File: config.mk
export PLATFORM = sky130hd
export DESIGN_NAME = spi_frame_group_sync_debounce_unit_flat
export DESIGN_NICKNAME = d
export VERILOG_FILES = /design/src/sfgs_pkg.sv /design/src/sfgs_in_if.sv /design/src/sfgs_out_if.sv /design/src/spi_frame_group_sync_debounce_unit.sv /design/src/sfgs_dp.sv /design/src/sfgs_ctrl.sv /design/src/flat_wrapper.sv
export SDC_FILE = /design/constraint.sdc
export NUM_CORES = 2
export LEC_CHECK = 0
export BUFFER_PORTS_ARGS = -buffer_cell sky130_fd_sc_hd__buf_2
export CORE_ASPECT_RATIO = 0.9
export CORE_MARGIN = 5
export CORE_UTILIZATION = 35
export CTS_BUF_LIST = sky130_fd_sc_hd__clkbuf_4
export DETAILED_ROUTE_END_ITERATION = 16
export PLACE_DENSITY = 0.51
export SYNTH_ARGS = -nofsm -noshare
export SYNTH_HDL_FRONTEND = slang
export SYNTH_SLANG_ARGS = --single-unit
File: constraint.sdc
create_clock -name clk -period 20.3 [get_ports clk]
set_clock_uncertainty 0.05 [all_clocks]
set_input_delay 2.03 -clock clk [delete_from_list [all_inputs] [get_ports clk]]
set_output_delay 2.03 -clock clk [all_outputs]
set_load 0.005 [all_outputs]
File: src/sfgs_pkg.sv
// Package: shared constants, event codes and controller/datapath types.
`default_nettype none
package sfgs_pkg;

  localparam int GROUP_SIZE     = 6;
  localparam int DEBOUNCE_SLOTS = 3;

  localparam int BITS_W     = 7;
  localparam int DATA_W     = 64;
  localparam int UPPER_W    = 32;
  localparam int IDX_W      = 4;
  localparam int SLOT_W     = 2;
  localparam int EV_W       = 4;
  localparam int CFG_IDX_W  = 1;
  localparam int CFG_DATA_W = 32;

  localparam logic [BITS_W-1:0] EXP_BITS_RST = 7'd32;

  localparam logic [CFG_IDX_W-1:0] CFG_EXPECTED_BITS = 1'd0;
  localparam logic [CFG_IDX_W-1:0] CFG_MARKER_UPPER  = 1'd1;

  localparam logic [EV_W-1:0] EV_EMPTY     = 4'd0;
  localparam logic [EV_W-1:0] EV_SHORT     = 4'd1;
  localparam logic [EV_W-1:0] EV_LONG      = 4'd2;
  localparam logic [EV_W-1:0] EV_IGNORED   = 4'd3;
  localparam logic [EV_W-1:0] EV_STARTED   = 4'd4;
  localparam logic [EV_W-1:0] EV_STORED    = 4'd5;
  localparam logic [EV_W-1:0] EV_CHKFAIL   = 4'd6;
  localparam logic [EV_W-1:0] EV_AWAITING  = 4'd7;
  localparam logic [EV_W-1:0] EV_PUBLISHED = 4'd8;
  localparam logic [EV_W-1:0] EV_FRAME     = 4'd9;

  typedef struct packed {
    logic [DATA_W-1:0] miso;
    logic [DATA_W-1:0] mosi;
  } frame_t;

  typedef struct packed {
    logic              cap;
    logic              grp_we;
    logic              grp_re;
    logic              hist_we;
    logic              hist_re;
    logic [IDX_W-1:0]  idx;
    logic [SLOT_W-1:0] slot;
    logic              out_load;
    logic [EV_W-1:0]   ev;
    logic              drop;
    logic              last;
    logic              frame_sel;
  } cmd_t;

  typedef struct packed {
    logic wrong_len;
    logic empty;
    logic short_len;
    logic marker;
    logic rep_ok;
    logic mismatch;
    logic out_free;
  } sts_t;

endpackage
`default_nettype wire

File: src/sfgs_in_if.sv
// Input channel interface: one sniffed SPI transfer per beat.
`default_nettype none
interface sfgs_in_if;
  logic                              valid;
  logic                              ready;
  logic [sfgs_pkg::BITS_W-1:0]       transfer_bits;
  logic [sfgs_pkg::DATA_W-1:0]       frame_miso;
  logic [sfgs_pkg::DATA_W-1:0]       frame_mosi;

  modport source (output valid, output transfer_bits, output frame_miso,
                  output frame_mosi, input ready);
  modport sink   (input valid, input transfer_bits, input frame_miso,
                  input frame_mosi, output ready);
endinterface
`default_nettype wire

File: src/sfgs_out_if.sv
// Result channel interface: one status or published frame per beat.
`default_nettype none
interface sfgs_out_if;
  logic                          valid;
  logic                          ready;
  logic [sfgs_pkg::EV_W-1:0]     event_res;
  logic                          group_dropped;
  logic [sfgs_pkg::IDX_W-1:0]    frame_index;
  logic [sfgs_pkg::DATA_W-1:0]   out_miso;
  logic [sfgs_pkg::DATA_W-1:0]   out_mosi;
  logic                          last;

  modport source (output valid, output event_res, output group_dropped,
                  output frame_index, output out_miso, output out_mosi,
                  output last, input ready);
  modport sink   (input valid, input event_res, input group_dropped,
                  input frame_index, input out_miso, input out_mosi,
                  input last, output ready);
endinterface
`default_nettype wire

File: src/spi_frame_group_sync_debounce_unit.sv
// Top level: SPI frame group sync and debounce unit.
//
//  channel  | dir | handshake     | beat payload
//  in_bus   | in  | valid / ready | transfer_bits, frame_miso, frame_mosi
//  out_bus  | out | valid / ready | event_res, group_dropped, frame_index,
//           |     |               | out_miso, out_mosi, last
//  cfg_*    | in  | cfg_we        | cfg_index, cfg_wdata (no read-back)
//
// Beat taken in idle, evaluated next cycle; status-only beats then go out via emit.
// A complete passing group is copied into history frame by frame, then
// (history full) checks every slot up to any mismatch, then publishes per frame.
// Single output register: one more beat is taken while a result waits on
// out_bus, then in_bus stalls until that result leaves; no input during publish.
// Synchronous active-low reset; memories are not cleared (no clearing pass).
`default_nettype none
module spi_frame_group_sync_debounce_unit #(
  parameter int G = sfgs_pkg::GROUP_SIZE,
  parameter int S = sfgs_pkg::DEBOUNCE_SLOTS
) (
  input  wire logic                            clk,
  input  wire logic                            rst_n,
  sfgs_in_if.sink                              in_bus,
  sfgs_out_if.source                           out_bus,
  input  wire logic                            cfg_we,
  input  wire logic [sfgs_pkg::CFG_IDX_W-1:0]  cfg_index,
  input  wire logic [sfgs_pkg::CFG_DATA_W-1:0] cfg_wdata
);

  sfgs_pkg::cmd_t cmd;
  sfgs_pkg::sts_t sts;
  logic           in_ready;

  assign in_bus.ready = in_ready;

  sfgs_ctrl #(.G(G), .S(S)) u_ctrl (
    .clk      (clk),
    .rst_n    (rst_n),
    .in_valid (in_bus.valid),
    .in_ready (in_ready),
    .sts      (sts),
    .cmd      (cmd)
  );

  sfgs_dp #(.G(G), .S(S)) u_dp (
    .clk       (clk),
    .rst_n     (rst_n),
    .cfg_we    (cfg_we),
    .cfg_index (cfg_index),
    .cfg_wdata (cfg_wdata),
    .in_bits   (in_bus.transfer_bits),
    .in_miso   (in_bus.frame_miso),
    .in_mosi   (in_bus.frame_mosi),
    .cmd       (cmd),
    .sts       (sts),
    .out_ready (out_bus.ready),
    .out_valid (out_bus.valid),
    .out_event (out_bus.event_res),
    .out_drop  (out_bus.group_dropped),
    .out_idx   (out_bus.frame_index),
    .out_miso  (out_bus.out_miso),
    .out_mosi  (out_bus.out_mosi),
    .out_last  (out_bus.last)
  );

endmodule
`default_nettype wire

File: src/sfgs_dp.sv
// Datapath: config registers, beat capture, group/history memories, output register.
`default_nettype none
module sfgs_dp #(
  parameter int G = sfgs_pkg::GROUP_SIZE,
  parameter int S = sfgs_pkg::DEBOUNCE_SLOTS
) (
  input  wire logic                              clk,
  input  wire logic                              rst_n,
  input  wire logic                              cfg_we,
  input  wire logic [sfgs_pkg::CFG_IDX_W-1:0]    cfg_index,
  input  wire logic [sfgs_pkg::CFG_DATA_W-1:0]   cfg_wdata,
  input  wire logic [sfgs_pkg::BITS_W-1:0]       in_bits,
  input  wire logic [sfgs_pkg::DATA_W-1:0]       in_miso,
  input  wire logic [sfgs_pkg::DATA_W-1:0]       in_mosi,
  input  wire sfgs_pkg::cmd_t                    cmd,
  output sfgs_pkg::sts_t                         sts,
  input  wire logic                              out_ready,
  output logic                                   out_valid,
  output logic [sfgs_pkg::EV_W-1:0]              out_event,
  output logic                                   out_drop,
  output logic [sfgs_pkg::IDX_W-1:0]             out_idx,
  output logic [sfgs_pkg::DATA_W-1:0]            out_miso,
  output logic [sfgs_pkg::DATA_W-1:0]            out_mosi,
  output logic                                   out_last
);

  localparam int GI_W   = $clog2(G);
  localparam int HDEPTH = G * S;
  localparam int HA_W   = (HDEPTH > 1) ? $clog2(HDEPTH) : 1;

  logic [sfgs_pkg::BITS_W-1:0]  exp_bits_r;
  logic [sfgs_pkg::UPPER_W-1:0] marker_r;
  logic [sfgs_pkg::BITS_W-1:0]  bits_r;
  sfgs_pkg::frame_t             beat_r;
  sfgs_pkg::frame_t             grp_mem [G];
  sfgs_pkg::frame_t             hist_mem [HDEPTH];
  sfgs_pkg::frame_t             grp_rd_r;
  sfgs_pkg::frame_t             hist_rd_r;
  logic                         out_valid_r;
  logic [sfgs_pkg::EV_W-1:0]    out_event_r;
  logic                         out_drop_r;
  logic [sfgs_pkg::IDX_W-1:0]   out_idx_r;
  sfgs_pkg::frame_t             out_data_r;
  logic                         out_last_r;

  logic [GI_W-1:0]                grp_addr;
  logic [HA_W-1:0]                hist_addr;
  logic [sfgs_pkg::UPPER_W-1:0]   upper;

  assign grp_addr  = cmd.idx[GI_W-1:0];
  assign hist_addr = HA_W'(int'(cmd.slot) * G + int'(cmd.idx));
  assign upper     = beat_r.miso[sfgs_pkg::DATA_W-1:sfgs_pkg::UPPER_W];

  always_ff @(posedge clk) begin
    if (!rst_n) begin
      exp_bits_r <= sfgs_pkg::EXP_BITS_RST;
      marker_r   <= '0;
    end else if (cfg_we) begin
      case (cfg_index)
        sfgs_pkg::CFG_EXPECTED_BITS: exp_bits_r <= cfg_wdata[sfgs_pkg::BITS_W-1:0];
        sfgs_pkg::CFG_MARKER_UPPER:  marker_r   <= cfg_wdata[sfgs_pkg::UPPER_W-1:0];
        default: ;
      endcase
    end
  end

  always_ff @(posedge clk) begin
    if (cmd.cap) begin
      bits_r      <= in_bits;
      beat_r.miso <= in_miso;
      beat_r.mosi <= in_mosi;
    end
  end

  always_ff @(posedge clk) begin
    if (cmd.grp_we) grp_mem[grp_addr] <= beat_r;
    if (cmd.grp_re) grp_rd_r <= grp_mem[grp_addr];
  end

  always_ff @(posedge clk) begin
    if (cmd.hist_we) hist_mem[hist_addr] <= grp_rd_r;
    if (cmd.hist_re) hist_rd_r <= hist_mem[hist_addr];
  end

  always_comb begin
    sts.wrong_len = (bits_r != exp_bits_r);
    sts.empty     = (bits_r == '0);
    sts.short_len = (bits_r < exp_bits_r);
    sts.marker    = (upper == marker_r);
    sts.rep_ok    = (upper == {4{upper[7:0]}});
    sts.mismatch  = (grp_rd_r != hist_rd_r);
    sts.out_free  = !out_valid_r || out_ready;
  end

  always_ff @(posedge clk) begin
    if (!rst_n) begin
      out_valid_r <= 1'b0;
    end else if (cmd.out_load) begin
      out_valid_r <= 1'b1;
    end else if (out_ready) begin
      out_valid_r <= 1'b0;
    end
  end

  always_ff @(posedge clk) begin
    if (cmd.out_load) begin
      out_event_r <= cmd.ev;
      out_drop_r  <= cmd.drop;
      out_last_r  <= cmd.last;
      out_idx_r   <= cmd.frame_sel ? cmd.idx : '0;
      out_data_r  <= cmd.frame_sel ? grp_rd_r : '0;
    end
  end

  assign out_valid = out_valid_r;
  assign out_event = out_event_r;
  assign out_drop  = out_drop_r;
  assign out_idx   = out_idx_r;
  assign out_miso  = out_data_r.miso;
  assign out_mosi  = out_data_r.mosi;
  assign out_last  = out_last_r;

endmodule
`default_nettype wire

File: src/sfgs_ctrl.sv
// Controller: group sync state, history ring bookkeeping and sequencing FSM.
`default_nettype none
module sfgs_ctrl #(
  parameter int G = sfgs_pkg::GROUP_SIZE,
  parameter int S = sfgs_pkg::DEBOUNCE_SLOTS
) (
  input  wire logic           clk,
  input  wire logic           rst_n,
  input  wire logic           in_valid,
  output logic                in_ready,
  input  wire sfgs_pkg::sts_t sts,
  output sfgs_pkg::cmd_t      cmd
);

  localparam int GI_W = $clog2(G);
  localparam int PW   = sfgs_pkg::IDX_W;
  localparam int SW   = sfgs_pkg::SLOT_W;

  localparam logic [GI_W-1:0] I_LAST = GI_W'(G - 1);
  localparam logic [PW:0]     G_V    = (PW + 1)'(G);
  localparam logic [SW-1:0]   S_V    = SW'(S);
  localparam logic [SW-1:0]   S_LAST = SW'(S - 1);

  localparam logic [3:0] ST_IDLE     = 4'd0;
  localparam logic [3:0] ST_EVAL     = 4'd1;
  localparam logic [3:0] ST_EMIT     = 4'd2;
  localparam logic [3:0] ST_COPY_RD  = 4'd3;
  localparam logic [3:0] ST_COPY_WR  = 4'd4;
  localparam logic [3:0] ST_CMP_RD   = 4'd5;
  localparam logic [3:0] ST_CMP_CHK  = 4'd6;
  localparam logic [3:0] ST_PUB_STAT = 4'd7;
  localparam logic [3:0] ST_PUB_RD   = 4'd8;
  localparam logic [3:0] ST_PUB_LD   = 4'd9;

  logic [3:0]                 state_r, state_nxt;
  logic                       synced_r, synced_nxt;
  logic [PW-1:0]              pos_r, pos_nxt;
  logic [SW-1:0]              wslot_r, wslot_nxt;
  logic [SW-1:0]              fill_r, fill_nxt;
  logic [SW-1:0]              cur_slot_r, cur_slot_nxt;
  logic                       plaus_r, plaus_nxt;
  logic [GI_W-1:0]            i_r, i_nxt;
  logic [SW-1:0]              d_r, d_nxt;
  logic [sfgs_pkg::EV_W-1:0]  ev_r, ev_nxt;
  logic                       drop_r, drop_nxt;

  logic          partial;
  logic [PW:0]   pos_inc;
  logic [SW-1:0] slot;

  assign in_ready = (state_r == ST_IDLE);
  assign partial  = synced_r && (pos_r != '0);
  assign pos_inc  = {1'b0, pos_r} + 1'b1;
  assign slot     = (wslot_r >= S_V) ? '0 : wslot_r;

  always_comb begin
    state_nxt    = state_r;
    synced_nxt   = synced_r;
    pos_nxt      = pos_r;
    wslot_nxt    = wslot_r;
    fill_nxt     = fill_r;
    cur_slot_nxt = cur_slot_r;
    plaus_nxt    = plaus_r;
    i_nxt        = i_r;
    d_nxt        = d_r;
    ev_nxt       = ev_r;
    drop_nxt     = drop_r;
    cmd          = '0;
    cmd.cap      = in_valid && in_ready;

    case (state_r)
      ST_IDLE: begin
        if (in_valid) state_nxt = ST_EVAL;
      end
      ST_EVAL: begin
        drop_nxt  = 1'b0;
        state_nxt = ST_EMIT;
        if (sts.wrong_len) begin
          ev_nxt   = sts.empty ? sfgs_pkg::EV_EMPTY :
                     (sts.short_len ? sfgs_pkg::EV_SHORT : sfgs_pkg::EV_LONG);
          drop_nxt = partial;
          if (partial) begin
            pos_nxt    = '0;
            synced_nxt = 1'b0;
            fill_nxt   = '0;
          end
        end else if (sts.marker) begin
          if (partial) fill_nxt = '0;
          drop_nxt   = partial;
          synced_nxt = 1'b1;
          pos_nxt    = PW'(1);
          plaus_nxt  = sts.rep_ok;
          cmd.grp_we = 1'b1;
          cmd.idx    = '0;
          ev_nxt     = sfgs_pkg::EV_STARTED;
        end else if (!partial) begin
          ev_nxt = sfgs_pkg::EV_IGNORED;
        end else begin
          cmd.grp_we = 1'b1;
          cmd.idx    = pos_r;
          if (pos_inc < G_V) begin
            pos_nxt   = pos_inc[PW-1:0];
            plaus_nxt = plaus_r && sts.rep_ok;
            ev_nxt    = sfgs_pkg::EV_STORED;
          end else begin
            pos_nxt = '0;
            if (!(plaus_r && sts.rep_ok)) begin
              ev_nxt = sfgs_pkg::EV_CHKFAIL;
            end else begin
              cur_slot_nxt = slot;
              wslot_nxt    = (slot == S_LAST) ? '0 : slot + 1'b1;
              if (fill_r < S_V) fill_nxt = fill_r + 1'b1;
              i_nxt     = '0;
              state_nxt = ST_COPY_RD;
            end
          end
        end
      end
      ST_EMIT: begin
        if (sts.out_free) begin
          cmd.out_load = 1'b1;
          cmd.ev       = ev_r;
          cmd.drop     = drop_r;
          cmd.last     = 1'b1;
          state_nxt    = ST_IDLE;
        end
      end
      ST_COPY_RD: begin
        cmd.grp_re = 1'b1;
        cmd.idx    = PW'(i_r);
        state_nxt  = ST_COPY_WR;
      end
      ST_COPY_WR: begin
        cmd.hist_we = 1'b1;
        cmd.idx     = PW'(i_r);
        cmd.slot    = cur_slot_r;
        if (i_r == I_LAST) begin
          i_nxt = '0;
          d_nxt = '0;
          if (fill_r == S_V) begin
            state_nxt = ST_CMP_RD;
          end else begin
            ev_nxt    = sfgs_pkg::EV_AWAITING;
            state_nxt = ST_EMIT;
          end
        end else begin
          i_nxt     = i_r + 1'b1;
          state_nxt = ST_COPY_RD;
        end
      end
      ST_CMP_RD: begin
        cmd.grp_re  = 1'b1;
        cmd.hist_re = 1'b1;
        cmd.idx     = PW'(i_r);
        cmd.slot    = d_r;
        state_nxt   = ST_CMP_CHK;
      end
      ST_CMP_CHK: begin
        if (sts.mismatch) begin
          ev_nxt    = sfgs_pkg::EV_AWAITING;
          state_nxt = ST_EMIT;
        end else if (d_r == S_LAST) begin
          d_nxt = '0;
          if (i_r == I_LAST) begin
            i_nxt     = '0;
            state_nxt = ST_PUB_STAT;
          end else begin
            i_nxt     = i_r + 1'b1;
            state_nxt = ST_CMP_RD;
          end
        end else begin
          d_nxt     = d_r + 1'b1;
          state_nxt = ST_CMP_RD;
        end
      end
      ST_PUB_STAT: begin
        if (sts.out_free) begin
          cmd.out_load = 1'b1;
          cmd.ev       = sfgs_pkg::EV_PUBLISHED;
          state_nxt    = ST_PUB_RD;
        end
      end
      ST_PUB_RD: begin
        cmd.grp_re = 1'b1;
        cmd.idx    = PW'(i_r);
        state_nxt  = ST_PUB_LD;
      end
      ST_PUB_LD: begin
        cmd.idx = PW'(i_r);
        if (sts.out_free) begin
          cmd.out_load  = 1'b1;
          cmd.ev        = sfgs_pkg::EV_FRAME;
          cmd.frame_sel = 1'b1;
          cmd.last      = (i_r == I_LAST);
          if (i_r == I_LAST) begin
            i_nxt     = '0;
            state_nxt = ST_IDLE;
          end else begin
            i_nxt     = i_r + 1'b1;
            state_nxt = ST_PUB_RD;
          end
        end
      end
      default: state_nxt = ST_IDLE;
    endcase
  end

  always_ff @(posedge clk) begin
    if (!rst_n) begin
      state_r    <= ST_IDLE;
      synced_r   <= 1'b0;
      pos_r      <= '0;
      wslot_r    <= '0;
      fill_r     <= '0;
      cur_slot_r <= '0;
      plaus_r    <= 1'b0;
      i_r        <= '0;
      d_r        <= '0;
      ev_r       <= sfgs_pkg::EV_EMPTY;
      drop_r     <= 1'b0;
    end else begin
      state_r    <= state_nxt;
      synced_r   <= synced_nxt;
      pos_r      <= pos_nxt;
      wslot_r    <= wslot_nxt;
      fill_r     <= fill_nxt;
      cur_slot_r <= cur_slot_nxt;
      plaus_r    <= plaus_nxt;
      i_r        <= i_nxt;
      d_r        <= d_nxt;
      ev_r       <= ev_nxt;
      drop_r     <= drop_nxt;
    end
  end

endmodule
`default_nettype wire

File: src/flat_wrapper.sv
// flat-port wrapper written by rule: the top's interface ports become plain ports
module spi_frame_group_sync_debounce_unit_flat 
#(
  parameter int G = sfgs_pkg::GROUP_SIZE,
  parameter int S = sfgs_pkg::DEBOUNCE_SLOTS
)
  (clk, rst_n, cfg_we, cfg_index, cfg_wdata, in_bus_valid, in_bus_transfer_bits, in_bus_frame_miso, in_bus_frame_mosi, in_bus_ready, out_bus_valid, out_bus_event_res, out_bus_group_dropped, out_bus_frame_index, out_bus_out_miso, out_bus_out_mosi, out_bus_last, out_bus_ready);
  sfgs_in_if in_bus_i ();
  sfgs_out_if out_bus_i ();
  input  wire logic clk;
  input  wire logic rst_n;
  input  wire logic cfg_we;
  input  wire logic [sfgs_pkg::CFG_IDX_W-1:0] cfg_index;
  input  wire logic [sfgs_pkg::CFG_DATA_W-1:0] cfg_wdata;
  input wire logic [$bits(in_bus_i.valid)-1:0] in_bus_valid;
  input wire logic [$bits(in_bus_i.transfer_bits)-1:0] in_bus_transfer_bits;
  input wire logic [$bits(in_bus_i.frame_miso)-1:0] in_bus_frame_miso;
  input wire logic [$bits(in_bus_i.frame_mosi)-1:0] in_bus_frame_mosi;
  output wire logic [$bits(in_bus_i.ready)-1:0] in_bus_ready;
  output wire logic [$bits(out_bus_i.valid)-1:0] out_bus_valid;
  output wire logic [$bits(out_bus_i.event_res)-1:0] out_bus_event_res;
  output wire logic [$bits(out_bus_i.group_dropped)-1:0] out_bus_group_dropped;
  output wire logic [$bits(out_bus_i.frame_index)-1:0] out_bus_frame_index;
  output wire logic [$bits(out_bus_i.out_miso)-1:0] out_bus_out_miso;
  output wire logic [$bits(out_bus_i.out_mosi)-1:0] out_bus_out_mosi;
  output wire logic [$bits(out_bus_i.last)-1:0] out_bus_last;
  input wire logic [$bits(out_bus_i.ready)-1:0] out_bus_ready;
  assign in_bus_i.valid = in_bus_valid;
  assign in_bus_i.transfer_bits = in_bus_transfer_bits;
  assign in_bus_i.frame_miso = in_bus_frame_miso;
  assign in_bus_i.frame_mosi = in_bus_frame_mosi;
  assign in_bus_ready = in_bus_i.ready;
  assign out_bus_valid = out_bus_i.valid;
  assign out_bus_event_res = out_bus_i.event_res;
  assign out_bus_group_dropped = out_bus_i.group_dropped;
  assign out_bus_frame_index = out_bus_i.frame_index;
  assign out_bus_out_miso = out_bus_i.out_miso;
  assign out_bus_out_mosi = out_bus_i.out_mosi;
  assign out_bus_last = out_bus_i.last;
  assign out_bus_i.ready = out_bus_ready;
  spi_frame_group_sync_debounce_unit #(.G(G), .S(S)) u_core (.clk(clk), .rst_n(rst_n), .in_bus(in_bus_i), .out_bus(out_bus_i), .cfg_we(cfg_we), .cfg_index(cfg_index), .cfg_wdata(cfg_wdata));
endmodule
==> metrics.md <==
| Metric | Value |
|---|---|
| FMAX | `0.127 GHz` |
| TritonRoute pass-1 iters | `6` |
| Setup Viol. Count Final | `0` |
| Ports | `313` |
| Nets | `roughly 8.5k` |
| Netlist cell types | `60` |
| Clock sink count | `around 3.7k` |
| Cells after Synth | `7,267` |
| Share of layout cells above drive strength 1 | `0.290` |
| Setup Slack @ Placement | `12.40 ns` |
| Final hold viol count | `0` |
| Hold WS | `0.417 ns` |
| Startpoint Class | `flop` |
| Power Dens Cells | `92.6 nW/um^2` |
| Syn_area_per_cell | `approximately 19 sq um` |
| Max-Slew Margin vs Limit | `0.0489` |
| CP endpoint kind | `flop` |
| Die area | `between 400,000 and 500,000 sq um` |
| Largest net degree at the start of global routing | `148` |
| Crit-path leading delay family | `buffers and inverters` |
| Slew of the pin with the lowest slew margin | `1.42 ns` |
| Hold_buf cts | `0` |
| Die Ht | `607 microns` |
| Floorplan row count | `219` |
| Area leader, netlist | `edfxtp_1` |
| Clock latency on the worst-skew pair | `roughly 1.6 ns` |
| Most instantiated cells after synthesis | `edfxtp_1, nand2_1, mux4_2` |
| Crit-path most repeated cell | `buf_4` |
| First-pass GRT wire length | `around 550,000 microns` |
| Worst-case clock buffer depth | `4` |
| Aggregate global routing overflow | `0` |
| 1st-iter DRT viols | `between 7k and 8k` |
| Status | `finished clean` |
| Max-cap violations | `0` |
| Max VDD drop | `0.0528 mV` |
| Top Layer Used | `met5` |
| CP Cell Sequence | `xor2_1 > nor4_1 > nand4_1 > nor2_1 > nor2_1 > a32oi_4 > inv_4 > ha_4 > ha_4 > nor3b_1 > a21oi_1 > o311ai_4 > buf_4 > nand3_1 > nor2_4 > buf_4 > buf_4 > buf_4` |
| Avg WL per Cell | `27.4 microns` |
| WS Path Type | `reg2reg` |
| Net Count, Synth | `7,457` |
| Worst-path clk slew | `0.07 ns` |
| Synth Flop Type | `edfxtp_1` |
| Post-Route WL | `391,000 microns` |
| Final slew viol count | `0` |
| Top-area cell type share of the netlist area | `0.781` |
| R2R cell count | `18` |
| Reg2Reg Setup Slack | `12.44 ns` |
| Layout fillers | `35.8k` |
| RSZ-0062 raised after global routing | `false` |
| LEAKAGE | `52.2 nW` |
| Post-CTS Setup Inserts | `0` |
| WP buf/inv | `5` |
| Chip width | `673 microns` |
| Layout Area Growth over Synthesis | `14.2%` |
| Critical path launch point | `u_core.u_dp.beat_r[99]$_DFFE_PP_` |
| Synthesized cell area | `138,000 sq um` |
| Peak fanout along the critical path | `46` |
| Metal3 WL | `27,000 microns` |
| Crit share post-route | `0.387` |
| Dominant cell by count in the synthesized netlist | `edfxtp_1` |
| Synth async-reset ratio | `0` |
| CTS tree | `yes` |
| Post-CTS sizing | `0` |
| Post-synthesis register bit count | `3,665` |
| FF-to-FF Start | `u_core.u_dp.beat_r[99]$_DFFE_PP_` |
| Vias | `74.2k` |
| Vias per cell | `~5.2` |
| Met2 wire len | `185,000 microns` |
| Crit path largest cell delay | `0.89 ns` |
| Wl on met1 | `172,000 microns` |
| RR Endpoint | `u_core.u_dp.hist_mem[4][68]$_DFFE_PP_` |
| DP Wirelength | `approximately 210,000 microns` |
| Stages on worst setup path | `18` |
| Worst Path Required | `21.39 ns` |
| CTS HTree Levels | `6` |
| Root buffer cell | `clkbuf_4` |
| Area of the multi-input gates | `27,300 sq um` |
| Crit path max-delay cell type | `buf_4` |
| Seq/Total Area, Yosys | `0.790` |
| Initial antenna violation count | `37` |
| Residual DRC | `0` |
| Period minus WS final | `7.86 ns` |
| Total GRT Usage | `0.187` |
| Setup TNS | `0 ns` |
| Synth warn | `0` |
| DRT antenna net count | `0` |
| Core area | `395,000 sq um` |
| Total CTS buffers | `921` |
| Number of synthesized flops with an enable pin | `3,601` |
| Critical Path End | `u_core.u_dp.hist_mem[4][68]$_DFFE_PP_` |
| Vias in the first global route | `~76k` |
| RD Place Congestion | `0.775` |
| Initial Util | `0.351` |
| Sequential cell area | `109,000 sq um` |
| Setup WS post-layout | `~12 ns` |
| Crit path DAT | `8.95 ns` |
| Synth area leaders | `edfxtp_1, mux4_2, nand2_1` |
| Port Buffer Count | `312` |
| Worst hold path type | `reg2reg` |
## per-stage QoR
stage                util  instances  cell area (sq um)  power [W]
floorplan               -       7267             138000    0.00862
detailed placement  0.372      12676             147000    0.00876
global placement    0.372      12676             147000    0.00875
CTS                 0.400      14263             158000     0.0148
global route        0.401      14269             158000     0.0153
finish              0.401      14273             158000     0.0146
## where the power goes
part | switching [W] | internal [W] | total [W]
Combinational | 0.000123 | 0.0000496 | 0.000172
Sequential | 0.0000822 | 0.00833 | 0.00842
Clock | 0.00294 | 0.00312 | 0.00606
Total | 0.00314 | 0.0115 | 0.0146
## placed cells by master, fill, tap and decap left out, types with 9 or more instances in the layout
| master | instances |
|---|---|
| edfxtp_1 | 3601 |
| clkbuf_4 | 1316 |
| nand2_1 | 1120 |
| mux4_2 | 638 |
| buf_2 | 312 |
| nand3_1 | 272 |
| a31oi_1 | 257 |
| a21oi_1 | 186 |
| nor2_1 | 181 |
| clkinv_1 | 176 |
| buf_4 | 169 |
| and3_1 | 130 |
| xnor2_1 | 118 |
| dfxtp_1 | 64 |
| clkinv_2 | 42 |
| xor2_1 | 41 |
| nand4_1 | 39 |
| inv_1 | 28 |
| nor4_1 | 20 |
| buf_12 | 18 |
| ha_1 | 15 |
| mux2i_1 | 12 |
| bufinv_16 | 12 |
| o21ai_0 | 11 |
| nor2_4 | 11 |
| clkinvlp_4 | 11 |
| diode_2 | 10 |
| inv_2 | 10 |
| inv_6 | 10 |
| and2_1 | 9 |
| nand2b_1 | 9 |
| clkinv_4 | 9 |
## cells by family (layout without fill, tap and decap cells)
group,after synthesis,in the layout,share of synthesized area
flip-flops,3665,3665,0.790
AND/OR/NAND/NOR,1850,1850,0.0575
multiplexers,650,650,0.105
AO/OA/AOI/OAI,499,499,0.0213
buffers and inverters,425,2117,0.0146
XOR/XNOR,160,160,0.0101
adder cells (fa/ha/maj),17,17,0.00154
other,1,11,0.0000271
## layout make-up
class	count	area share
antenna	10	0.000158
multi-input combinational	3177	0.173
timing repair buffer	499	0.0202
tap	5304	0.0420
clock inverter	271	0.00979
clock buffer	1316	0.0625
sequential	3665	0.692
inverter	31	0.000752
## how the worst min path moves through the flow
stage,depth (start not counted),slack [ns],to,startpoint
floorplan,2,0.37,u_core.u_ctrl.ev_r[1]$_SDFFE_PN0P_,u_core.u_ctrl.ev_r[1]$_SDFFE_PN0P_
global placement,2,0.40,u_core.u_ctrl.ev_r[1]$_SDFFE_PN0P_,u_core.u_ctrl.ev_r[1]$_SDFFE_PN0P_
detailed placement,2,0.41,u_core.u_dp.marker_r[0]$_SDFFE_PN0P_,u_core.u_dp.marker_r[0]$_SDFFE_PN0P_
CTS,1,0.31,u_core.u_dp.beat_r[99]$_DFFE_PP_,in_bus_frame_miso[35]
global route,1,0.35,u_core.u_dp.bits_r[3]$_DFFE_PP_,in_bus_transfer_bits[3]
finish,2,0.42,u_core.u_dp.marker_r[0]$_SDFFE_PN0P_,u_core.u_dp.marker_r[0]$_SDFFE_PN0P_
## state kept, by name, summed over array words and instances, names as in the netlist, 4 cells and up
| signal | count |
|---|---|
| u_core.u_dp.bits_r | 7 |
| u_core.u_dp.out_miso | 64 |
| u_core.u_dp.grp_mem | 768 |
| u_core.u_dp.marker_r | 32 |
| u_core.u_dp.exp_bits_r | 7 |
| u_core.u_dp.out_idx | 4 |
| u_core.u_dp.hist_mem | 2304 |
| u_core.u_dp.out_mosi | 64 |
| u_core.u_dp.hist_rd_r | 128 |
| u_core.u_dp.out_event | 4 |
| u_core.u_ctrl.state_r | 4 |
| u_core.u_dp.beat_r | 128 |
| u_core.u_ctrl.pos_r | 4 |
| u_core.u_dp.grp_rd_r | 128 |
## tightest hold or removal path, delay by kind of cell, from the launching register on
kind	cells	cell delay, ns
compound gates	1	0.05
simple gates	1	0.05
flops	1	0.32
## per-layer routing
layer / global-route usage / vias up
met2: 0.299 / 2911
met4: 0.0436 / 22
met3: 0.0369 / 513
met5: 0 / -
li1: - / 31501
met1: 0.265 / 39252
(Power assumes the default switching activity.)
